$ cat config.mk
export PLATFORM = sky130hd
export DESIGN_NAME = fraction_lowest_terms
export DESIGN_NICKNAME = d
export VERILOG_FILES = /design/src/hdl/flt_pkg.sv /design/src/hdl/fraction_lowest_terms.sv /design/src/hdl/flt_datapath.sv /design/src/hdl/flt_controller.sv
export SDC_FILE = /design/constraint.sdc
export NUM_CORES = 1
export LEC_CHECK = 0
export BUFFER_PORTS_ARGS = -buffer_cell sky130_fd_sc_hd__buf_2
export CAP_MARGIN = 30
export CORE_MARGIN = 1
export CORE_UTILIZATION = 55
export DETAILED_ROUTE_END_ITERATION = 16
export HOLD_SLACK_MARGIN = 0.12
export PLACE_DENSITY = 0.71
export RECOVER_POWER = 25
export SLEW_MARGIN = 20
export SYNTH_ARGS = -nofsm -noshare
export SYNTH_HDL_FRONTEND = slang
export SYNTH_SLANG_ARGS = --single-unit
$ cat constraint.sdc
create_clock -name clock -period 6.5 [get_ports clock]
set_clock_uncertainty 0.15 [all_clocks]
set_input_delay 0.975 -clock clock [delete_from_list [all_inputs] [get_ports clock]]
set_output_delay 0.975 -clock clock [all_outputs]
set_load 0.01 [all_outputs]
$ cat src/hdl/flt_pkg.sv
`timescale 1ns / 1ps
// ----------------------------------------------------------------------------
// Fraction reduction package
// Shared widths and the command and status groups that pass between the
// controller and the datapath.
// ----------------------------------------------------------------------------
package flt_pkg;

   localparam int OP_W  = 16;
   localparam int CNT_W = $clog2(OP_W);

   typedef logic [OP_W-1:0]  operand_type;
   typedef logic [CNT_W-1:0] count_type;

   typedef struct packed {
      logic load;
      logic special;
      logic gcd_step;
      logic latch_g;
      logic div_load;
      logic div_sel_den;
      logic div_step;
      logic store_num;
      logic store_den;
   } flt_cmd_type;

   typedef struct packed {
      logic special;
      logic gcd_done;
      logic div_last;
   } flt_status_type;

endpackage

$ cat src/hdl/fraction_lowest_terms.sv
`timescale 1ns / 1ps
// ----------------------------------------------------------------------------
// Fraction lowest terms
// Reduces an unsigned fraction by its greatest common divisor (binary GCD,
// then two restoring divisions on one shared divider).
// With a zero operand the strobe follows the operand check directly.
// Otherwise it follows the one-step GCD loop and the two divisions on the
// one-bit-per-cycle divider.
// A new request is taken the cycle after the strobe; the receiver cannot stall.
// Synchronous reset returns the controller to idle; results are not cleared.
// ----------------------------------------------------------------------------
module fraction_lowest_terms (
   input  logic                 clock,
   input  logic                 reset,
   input  logic                 start,
   output logic                 busy,
   input  flt_pkg::operand_type req_numerator,
   input  flt_pkg::operand_type req_denominator,
   output logic                 rsp_valid,
   output flt_pkg::operand_type rsp_reduced_numerator,
   output flt_pkg::operand_type rsp_reduced_denominator,
   output flt_pkg::operand_type rsp_common_divisor,
   output logic                 rsp_status
);
   import flt_pkg::*;

   flt_cmd_type    cmd;
   flt_status_type stat;

   flt_controller u_controller (
      .clock     (clock),
      .reset     (reset),
      .start     (start),
      .busy      (busy),
      .rsp_valid (rsp_valid),
      .cmd       (cmd),
      .stat      (stat)
   );

   flt_datapath u_datapath (
      .clock                   (clock),
      .reset                   (reset),
      .cmd                     (cmd),
      .stat                    (stat),
      .req_numerator           (req_numerator),
      .req_denominator         (req_denominator),
      .rsp_reduced_numerator   (rsp_reduced_numerator),
      .rsp_reduced_denominator (rsp_reduced_denominator),
      .rsp_common_divisor      (rsp_common_divisor),
      .rsp_status              (rsp_status)
   );

endmodule

$ cat src/hdl/flt_datapath.sv
`timescale 1ns / 1ps
// ----------------------------------------------------------------------------
// Fraction reduction datapath
// Operand capture, binary GCD registers, a shared restoring divider and the
// result registers.
// ----------------------------------------------------------------------------
module flt_datapath (
   input  logic                   clock,
   input  logic                   reset,
   input  flt_pkg::flt_cmd_type   cmd,
   output flt_pkg::flt_status_type stat,
   input  flt_pkg::operand_type   req_numerator,
   input  flt_pkg::operand_type   req_denominator,
   output flt_pkg::operand_type   rsp_reduced_numerator,
   output flt_pkg::operand_type   rsp_reduced_denominator,
   output flt_pkg::operand_type   rsp_common_divisor,
   output logic                   rsp_status
);
   import flt_pkg::*;

   operand_type num_ff, den_ff, a_ff, b_ff, g_ff;
   count_type   k_ff, cnt_ff;
   operand_type rem_ff, rem_in, quo_ff, quo_in;
   operand_type rn_ff, rd_ff, gd_ff;
   logic        st_ff;
   logic [OP_W:0] trial;
   logic        fits;

   always_comb begin
      trial  = {rem_ff, quo_ff[OP_W-1]};
      fits   = (trial >= {1'b0, g_ff});
      rem_in = fits ? OP_W'(trial - {1'b0, g_ff}) : trial[OP_W-1:0];
      quo_in = {quo_ff[OP_W-2:0], fits};
   end

   always_ff @(posedge clock) begin
      if (cmd.load) begin
         num_ff <= req_numerator;
         den_ff <= req_denominator;
         a_ff   <= req_numerator;
         b_ff   <= req_denominator;
         k_ff   <= '0;
      end
      if (cmd.gcd_step) begin
         if (!a_ff[0] && !b_ff[0]) begin
            a_ff <= a_ff >> 1;
            b_ff <= b_ff >> 1;
            k_ff <= k_ff + 1'b1;
         end else if (!a_ff[0]) begin
            a_ff <= a_ff >> 1;
         end else if (!b_ff[0]) begin
            b_ff <= b_ff >> 1;
         end else if (a_ff > b_ff) begin
            a_ff <= a_ff - b_ff;
         end else begin
            b_ff <= b_ff - a_ff;
         end
      end
      if (cmd.latch_g) begin
         g_ff <= a_ff << k_ff;
      end
      if (cmd.div_load) begin
         rem_ff <= '0;
         quo_ff <= cmd.div_sel_den ? den_ff : num_ff;
         cnt_ff <= CNT_W'(OP_W - 1);
      end
      if (cmd.div_step) begin
         rem_ff <= rem_in;
         quo_ff <= quo_in;
         cnt_ff <= cnt_ff - 1'b1;
      end
      if (cmd.special) begin
         if (den_ff == '0) begin
            rn_ff <= num_ff;
            rd_ff <= '0;
            gd_ff <= '0;
            st_ff <= 1'b1;
         end else begin
            rn_ff <= '0;
            rd_ff <= OP_W'(1);
            gd_ff <= den_ff;
            st_ff <= 1'b0;
         end
      end
      if (cmd.store_num) begin
         rn_ff <= quo_in;
      end
      if (cmd.store_den) begin
         rd_ff <= quo_in;
         gd_ff <= g_ff;
         st_ff <= 1'b0;
      end
   end

   assign stat.special  = (num_ff == '0) || (den_ff == '0);
   assign stat.gcd_done = (a_ff == b_ff);
   assign stat.div_last = (cnt_ff == '0);

   assign rsp_reduced_numerator   = rn_ff;
   assign rsp_reduced_denominator = rd_ff;
   assign rsp_common_divisor      = gd_ff;
   assign rsp_status              = st_ff;

`ifndef SYNTHESIS
   a_gcd_nonzero : assert property (@(posedge clock) disable iff (reset)
      cmd.gcd_step |-> (a_ff != '0) && (b_ff != '0))
      else $error("GCD step with a zero operand");
   a_div_nonzero : assert property (@(posedge clock) disable iff (reset)
      cmd.div_step |-> (g_ff != '0))
      else $error("Division by a zero divisor");
   a_special_zero : assert property (@(posedge clock) disable iff (reset)
      cmd.special |-> (num_ff == '0) || (den_ff == '0))
      else $error("Special result taken with both operands nonzero");
`endif

endmodule

$ cat src/hdl/flt_controller.sv
`timescale 1ns / 1ps
// ----------------------------------------------------------------------------
// Fraction reduction controller
// Sequences operand checks, the GCD iteration and the two divisions, and
// marks the result for one cycle.
// ----------------------------------------------------------------------------
module flt_controller (
   input  logic                    clock,
   input  logic                    reset,
   input  logic                    start,
   output logic                    busy,
   output logic                    rsp_valid,
   output flt_pkg::flt_cmd_type    cmd,
   input  flt_pkg::flt_status_type stat
);
   import flt_pkg::*;

   localparam logic [2:0] S_IDLE      = 3'd0;
   localparam logic [2:0] S_CHECK     = 3'd1;
   localparam logic [2:0] S_GCD       = 3'd2;
   localparam logic [2:0] S_DIVN      = 3'd3;
   localparam logic [2:0] S_DIVD_INIT = 3'd4;
   localparam logic [2:0] S_DIVD      = 3'd5;
   localparam logic [2:0] S_RESP      = 3'd6;

   logic [2:0] state_ff, state_in;

   always_comb begin
      state_in = state_ff;
      cmd      = '0;
      unique case (state_ff)
         S_IDLE: begin
            if (start) begin
               cmd.load = 1'b1;
               state_in = S_CHECK;
            end
         end
         S_CHECK: begin
            if (stat.special) begin
               cmd.special = 1'b1;
               state_in    = S_RESP;
            end else begin
               state_in = S_GCD;
            end
         end
         S_GCD: begin
            if (stat.gcd_done) begin
               cmd.latch_g  = 1'b1;
               cmd.div_load = 1'b1;
               state_in     = S_DIVN;
            end else begin
               cmd.gcd_step = 1'b1;
            end
         end
         S_DIVN: begin
            cmd.div_step = 1'b1;
            if (stat.div_last) begin
               cmd.store_num = 1'b1;
               state_in      = S_DIVD_INIT;
            end
         end
         S_DIVD_INIT: begin
            cmd.div_load    = 1'b1;
            cmd.div_sel_den = 1'b1;
            state_in        = S_DIVD;
         end
         S_DIVD: begin
            cmd.div_step = 1'b1;
            if (stat.div_last) begin
               cmd.store_den = 1'b1;
               state_in      = S_RESP;
            end
         end
         S_RESP: begin
            state_in = S_IDLE;
         end
         default: begin
            state_in = S_IDLE;
         end
      endcase
   end

   always_ff @(posedge clock) begin
      if (reset) begin
         state_ff <= S_IDLE;
      end else begin
         state_ff <= state_in;
      end
   end

   assign busy      = (state_ff != S_IDLE);
   assign rsp_valid = (state_ff == S_RESP);

`ifndef SYNTHESIS
   a_strobe_single : assert property (@(posedge clock) disable iff (reset)
      rsp_valid |=> !rsp_valid && !busy)
      else $error("Result strobe longer than one cycle");
   a_load_idle : assert property (@(posedge clock) disable iff (reset)
      cmd.load |=> busy)
      else $error("Request taken without the block going busy");
   a_store_order : assert property (@(posedge clock) disable iff (reset)
      cmd.store_den |=> rsp_valid)
      else $error("Result not presented after the last division");
`endif

endmodule
==> results of run 1 <==
[cells by family after synthesis]
family / count (synthesis) / synth area share
AOI/OAI and AO/OA: 270 / 0.1744
xor gates and xnor gates: 37 / 0.03239
muxes: 56 / 0.06177
DFF: 172 / 0.4762
and+or+nand+nor: 288 / 0.1401
adders and majority gates: 53 / 0.06853
buffers and inverters: 113 / 0.04664
[metal layers]
layer  share of wire  up-vias  track usage
met4           0.027        0       0.1233
met1            0.44     3693       0.3922
met5               0        -            0
met2            0.47      324       0.4563
li1                -     3773            -
met3           0.064       51      0.04519
[power groups by stage]
| stage | Sequential (mW) | Combinational, mW | Clock [mW] |
|---|---|---|---|
| detailed placement | 1.48 | 1.77 | 0 |
| finish | 1.46 | 1.81 | 1.07 |
| global route | 1.48 | 1.99 | 1.12 |
| global placement | 1.48 | 1.77 | 0 |
| CTS | 1.46 | 1.78 | 1.08 |
| floorplan | 1.41 | 1.42 | 0 |
[worst reg2reg max path, cell delays in order (launching register included)]
cell      delay [ns]
dfxtp_1         0.39
inv_1           0.28
ha_1            0.26
fa_1            0.22
nand2b_1        0.15
a21oi_1         0.08
nor3b_1         0.38
nor3_1          0.13
o21ai_2         0.60
nand2b_1        0.59
o22ai_1         0.20
a31oi_1         0.18
[worst max path at each step]
| stage | slack, ns | from | end | depth (start not counted) |
|---|---|---|---|---|
| after floorplan | 2.03 | u_datapath.b_ff[10] | u_datapath.cnt_ff[0] | 8 |
| after global placement | 2.78 | u_datapath.a_ff[0] | u_datapath.b_ff[10] | 11 |
| after detailed placement | 2.79 | u_datapath.a_ff[0] | u_datapath.b_ff[7] | 11 |
| after CTS | 2.74 | u_datapath.a_ff[0] | u_datapath.b_ff[7] | 11 |
| after global routing | 2.62 | u_datapath.a_ff[0] | u_datapath.b_ff[5] | 11 |
| final | 2.82 | u_datapath.a_ff[0] | u_datapath.a_ff[9] | 11 |
[cell usage after synthesis (all sizes together), types with 8 or more instances]
cell type / number / share of area
a211oi: 16 / 0.012
nand2: 79 / 0.030
mux2i: 37 / 0.037
xnor2: 25 / 0.022
o221ai: 11 / 0.0096
nand3: 17 / 0.0090
ha: 50 / 0.063
nor4: 11 / 0.0069
nor2b: 9 / 0.0056
buf: 22 / 0.013
xor2: 12 / 0.011
mux2: 16 / 0.018
a22o: 15 / 0.013
a21oi: 83 / 0.042
dfxtp: 40 / 0.080
nor3b: 8 / 0.0060
nand2b: 17 / 0.011
and2: 16 / 0.010
a31oi: 11 / 0.0069
a21o: 11 / 0.0083
o21a: 9 / 0.0068
o22ai: 16 / 0.010
edfxtp: 132 / 0.40
nor2: 94 / 0.036
o21ai: 56 / 0.029
clkbuf: 28 / 0.011
nor3: 15 / 0.0091
inv: 61 / 0.023
[stage by stage]
step	setup WS [ns]	cells
2_1_floorplan	2.025	989
6_report	2.817	1294
3_3_place_gp	2.784	1258
4_1_cts	2.740	1292
5_1_grt	2.619	1294
3_5_place_dp	2.791	1260
[layout make-up]
class	count	area [µm²]	area share
clock buffer	17	425.4	0.03814
clock inverter	15	187.7	0.01683
inverter	63	236.5	0.02120
multi-input combinational	704	4810	0.4312
sequential	172	4765	0.4271
tap	225	281.5	0.02524
timing repair buffer	98	449.2	0.04027
[placed cells by master (no fill, tap or decap), drive strengths merged, types with 17 or more instances in the layout]
cell,instances
a21oi,83
buf,19
ha,50
mux2i,37
nand2,79
nor2,94
clkbuf,96
nand3,17
xnor2,25
edfxtp,132
nand2b,17
o21ai,56
inv,72
dfxtp,40
==> results.sh, run 1 <==
export IMPL_outcome="completed"
export IMPL_post_cts_resized=0
export IMPL_layout_drive_gt1_share=0.08793
export IMPL_wl_mm=25.90
export IMPL_cap_violations=0
export IMPL_slew_headroom=0.04250
export IMPL_final_core_util=0.6361
export IMPL_globalplace_congestion=0.9553
export IMPL_numCtsBuffers=17
export IMPL_clock_sinks=172
export IMPL_route_detailed_drc=0
export IMPL_vias=7841
export IMPL_grtUsageTotal=0.2880
export IMPL_worstMarginPinSlew_ns=1.436
export IMPL_io_pins=86
export IMPL_synthToLayoutAreaGrowth_pct=11.48
export IMPL_finalCritPeriodShare=0.5666
export IMPL_wl_per_cell_um=20.02
export IMPL_timing_setup_critical_path_class="flop to flop"
export IMPL_synth_async_reset_ratio=0
export IMPL_hold_violations=0
export IMPL_row_count=48
export IMPL_critPathMaxStageDelay_ns=0.60
export IMPL_max_freq_mhz=271.5
export IMPL_cp_max_fo=14
export IMPL_seq_power_share=0.337
export IMPL_ant_nets=0
export IMPL_min_path_cells=2
export IMPL_clk_insertion_delay_late_ns=0.44
export IMPL_comb_power_share=0.417
export IMPL_clk_pin_slew_ns=0.07
export IMPL_drt_iter0_markers=809
export IMPL_synth_enable_flop_cells=132
export IMPL_slowest_stage="o21ai_2"
export IMPL_ys_ff_latch=172
export IMPL_vias_per_cell=6.060
export IMPL_swShare=0.3971
export IMPL_ys_warn_count=0
export IMPL_finalSetupViolations=0
export IMPL_postCtsSetupRepairBufs=0
export IMPL_finalSetupTns_ns=0
export IMPL_regToRegEndpoint="u_datapath.a_ff[9]"
export IMPL_io_buffers=85
export IMPL_synth_main_ff_cell="edfxtp_1"
export IMPL_grt_max_degree=40
export IMPL_syn_nets=1077
export IMPL_dr_pass1_iters=6
export IMPL_die_height_um=136.9
export IMPL_netlist_instances=989
export IMPL_start_util=0.5706
export IMPL_fin_crit_ns=3.683
export IMPL_cts_tree="yes"
export IMPL_coreArea_um2=17540
export IMPL_p_per_area_nw_per_um2=389.4
export IMPL_path_buf_inv=1
export IMPL_crit_top_cell="nand2b_1"
export IMPL_endpoint_kind="flop"
export IMPL_internal_power_mw=2.619
export IMPL_hold_slack_ns=0.3488
export IMPL_cp_top_family="simple AND/OR/NAND/NOR gates"
export IMPL_min_to="u_datapath.rsp_status"
export IMPL_synth_area_um2=10010
export IMPL_rsz0062_at_grt="false"
export IMPL_p_leak_nw=4.125
export IMPL_cts_hold_fix_buffers=0
export IMPL_clockRootBuffer="clkbuf_16"
export IMPL_yosysUniqueCellTypes=72
export IMPL_crit_arrival_ns=3.89
export IMPL_place_area_um2=10630
export IMPL_clock_path_buffers=2
export IMPL_hp_class="flop to flop"
export IMPL_clockPowerShare=0.246
export IMPL_power_switching_mw=1.725
export IMPL_start_kind="flop"
export IMPL_dieArea_um2=18740
export IMPL_final_nets=1144
export IMPL_antenna_found_initial=0
export IMPL_fill_cells=1431
export IMPL_grt_pass1_wl_mm=40.17
export IMPL_p_total_mw=4.344
export IMPL_ys_seq_area_frac=0.4762
export IMPL_syn_area_per_cell_um2=10.12
export IMPL_timing_reg2reg_setup_slack_ns=2.82
export IMPL_cp_required_ns=6.71
export IMPL_ir_drop_uv=337.4
export IMPL_critical_path_cell_chain="inv_1 -> ha_1 -> fa_1 -> nand2b_1 -> a21oi_1 -> nor3b_1 -> nor3_1 -> o21ai_2 -> nand2b_1 -> o22ai_1 -> a31oi_1"
export IMPL_worstReg2RegStart="u_datapath.a_ff[0]"
export IMPL_hold_start="u_datapath.rsp_status"
export IMPL_drv_slew=0
export IMPL_r2r_cells=11
export IMPL_dp_hpwl_mm=19.65
export IMPL_grt_ovfl_total=0
export IMPL_grt_pass1_vias=7327
export IMPL_antennaDiodeCount=0
export IMPL_die_x_um=136.9
export IMPL_ctsHtreeMaxLevel=4
export IMPL_fin_area_um2=11150
Note: power is estimated with default switching activity, not from simulation.
==> run 2, diff against run 1 <==
clock period = 3.5 ns   (was 6.5 ns; I/O delays follow)
==> run 2 against run 1 <==
Power up 86%; maximum frequency up 12%; wire length up 4.4%; the run now ends with capacitance limit left; clock power up 68%; sequential power up 86%; combinational power up 97%; critical path depth down 2; cell count up 1.8%; non-clock buffer count up 23.
==> results.sh, run 2 (synthesis results as in run 1) <==
export IMPL_dieArea_um2=18740
export IMPL_final_cell_mix="edfxtp_1, nor2_1, clkbuf_1"
export IMPL_antenna_found_initial=0
export IMPL_p_total_mw=8.064
export IMPL_grt_pass1_wl_mm=41.30
export IMPL_clk_insertion_delay_late_ns=0.44
export IMPL_io_pins=86
export IMPL_wl_per_cell_um=20.53
export IMPL_vias=7972
export IMPL_die_height_um=136.9
export IMPL_cp_required_ns=3.62
export IMPL_ant_nets=0
export IMPL_final_core_util=0.6450
export IMPL_synthToLayoutAreaGrowth_pct=13.05
export IMPL_timing_setup_critical_path_class="flop to flop"
export IMPL_dr_pass1_iters=7
export IMPL_max_freq_mhz=303.5
export IMPL_clockRootBuffer="clkbuf_16"
export IMPL_start_util=0.5706
export IMPL_worstMarginPinSlew_ns=1.489
export IMPL_drt_iter0_markers=761
export IMPL_pre_cts_slack_ns=0.2740
export IMPL_cts_tree="yes"
export IMPL_start_kind="flop"
export IMPL_layout_commonest_cell="edfxtp_1"
export IMPL_slew_headroom=0.007608
export IMPL_fin_area_um2=11310
export IMPL_grtUsageTotal=0.2985
export IMPL_layout_drive_gt1_share=0.1016
export IMPL_grt_pass1_vias=7451
export IMPL_drv_slew=0
export IMPL_clk_pin_slew_ns=0.07
export IMPL_cts_hold_fix_buffers=0
export IMPL_hold_violations=0
export IMPL_ir_drop_uv=678.1
export IMPL_dp_hpwl_mm=20.61
export IMPL_post_cts_resized=0
export IMPL_rsz0062_at_grt="false"
export IMPL_route_detailed_drc=0
export IMPL_io_buffers=85
export IMPL_antennaDiodeCount=0
export IMPL_globalplace_congestion=0.9203
export IMPL_numCtsBuffers=17
export IMPL_final_nets=1167
export IMPL_endpoint_kind="flop"
export IMPL_cp_max_fo=8
export IMPL_p_per_area_nw_per_um2=712.9
export IMPL_place_area_um2=10860
export IMPL_hp_class="primary input to flop"
export IMPL_finalSetupTns_ns=0
export IMPL_grt_max_degree=39
export IMPL_postCtsSetupRepairBufs=0
export IMPL_clock_sinks=172
export IMPL_grt_ovfl_total=0
export IMPL_outcome="complete, but fails checks"
export IMPL_wl_mm=27.04
export IMPL_final_setup_worst_slack_ns=0.2046
export IMPL_row_count=48
export IMPL_coreArea_um2=17540
export IMPL_clock_path_buffers=2
export IMPL_crit_arrival_ns=3.42
export IMPL_p_leak_nw=4.203
export IMPL_vias_per_cell=6.053
export IMPL_ctsHtreeMaxLevel=4
export IMPL_fill_cells=1497
export IMPL_cap_violations=1
export IMPL_finalCritPeriodShare=0.9415
export IMPL_fin_crit_ns=3.295
export IMPL_violations="capacitance limit"
export IMPL_finalSetupViolations=0
export IMPL_die_x_um=136.9
-- run 2: cell type report --
class,instances,area [µm²],area share
repair buffers,121,671.9,0.05940
flip-flops and latches,172,4765,0.4212
inverters,63,236.5,0.02090
clock inverters,12,113.9,0.01007
multi-input cells,704,4807,0.4250
well taps,225,281.5,0.02489
clock buffers,20,436.7,0.03860
-- run 2: critical path: stages, from the launching register on --
cell	delay, ns
dfxtp_1	0.51
inv_1	0.15
fa_1	0.44
nand2b_1	0.18
a21oi_1	0.14
nor3b_1	0.10
nor3_1	0.28
o21ai_2	0.21
o21ai_1	0.71
o221ai_1	0.26
-- run 2: per-stage QoR --
| stage | cells | hold WS (ns) |
|---|---|---|
| 2_1_floorplan | 989 | 0.3115 |
| 3_3_place_gp | 1283 | 0.3388 |
| 3_5_place_dp | 1284 | 0.3364 |
| 4_1_cts | 1316 | 0.1279 |
| 5_1_grt | 1317 | 0.1316 |
| 6_report | 1317 | 0.1382 |
-- run 2: worst paths after layout --
check	start	endpoint	slack, ns	cells after the start
worst max-delay path	u_datapath.a_ff[1]	u_datapath.a_ff[12]	0.20	9
worst min-delay path	req_denominator[14]	u_datapath.den_ff[14]	0.14	1
worst max register to register	u_datapath.a_ff[1]	u_datapath.a_ff[12]	0.20	9
worst min register to register	u_datapath.rsp_status	u_datapath.rsp_status	0.37	2
-- run 2: power by group --
part	switching (mW)	leakage, nW	total [mW]	internal [mW]
Combinational	2.10	2.40	3.56	1.45
Clock	0.818	0.259	1.80	0.984
Sequential	0.272	1.55	2.71	2.44
-- run 2: layer usage --
layer / up-vias / GRT usage / part of all wire
met5: - / 0 / 0
met4: 0 / 0.1252 / 0.029
met3: 62 / 0.04481 / 0.056
met2: 301 / 0.4834 / 0.47
met1: 3788 / 0.4002 / 0.44
li1: 3821 / - / -
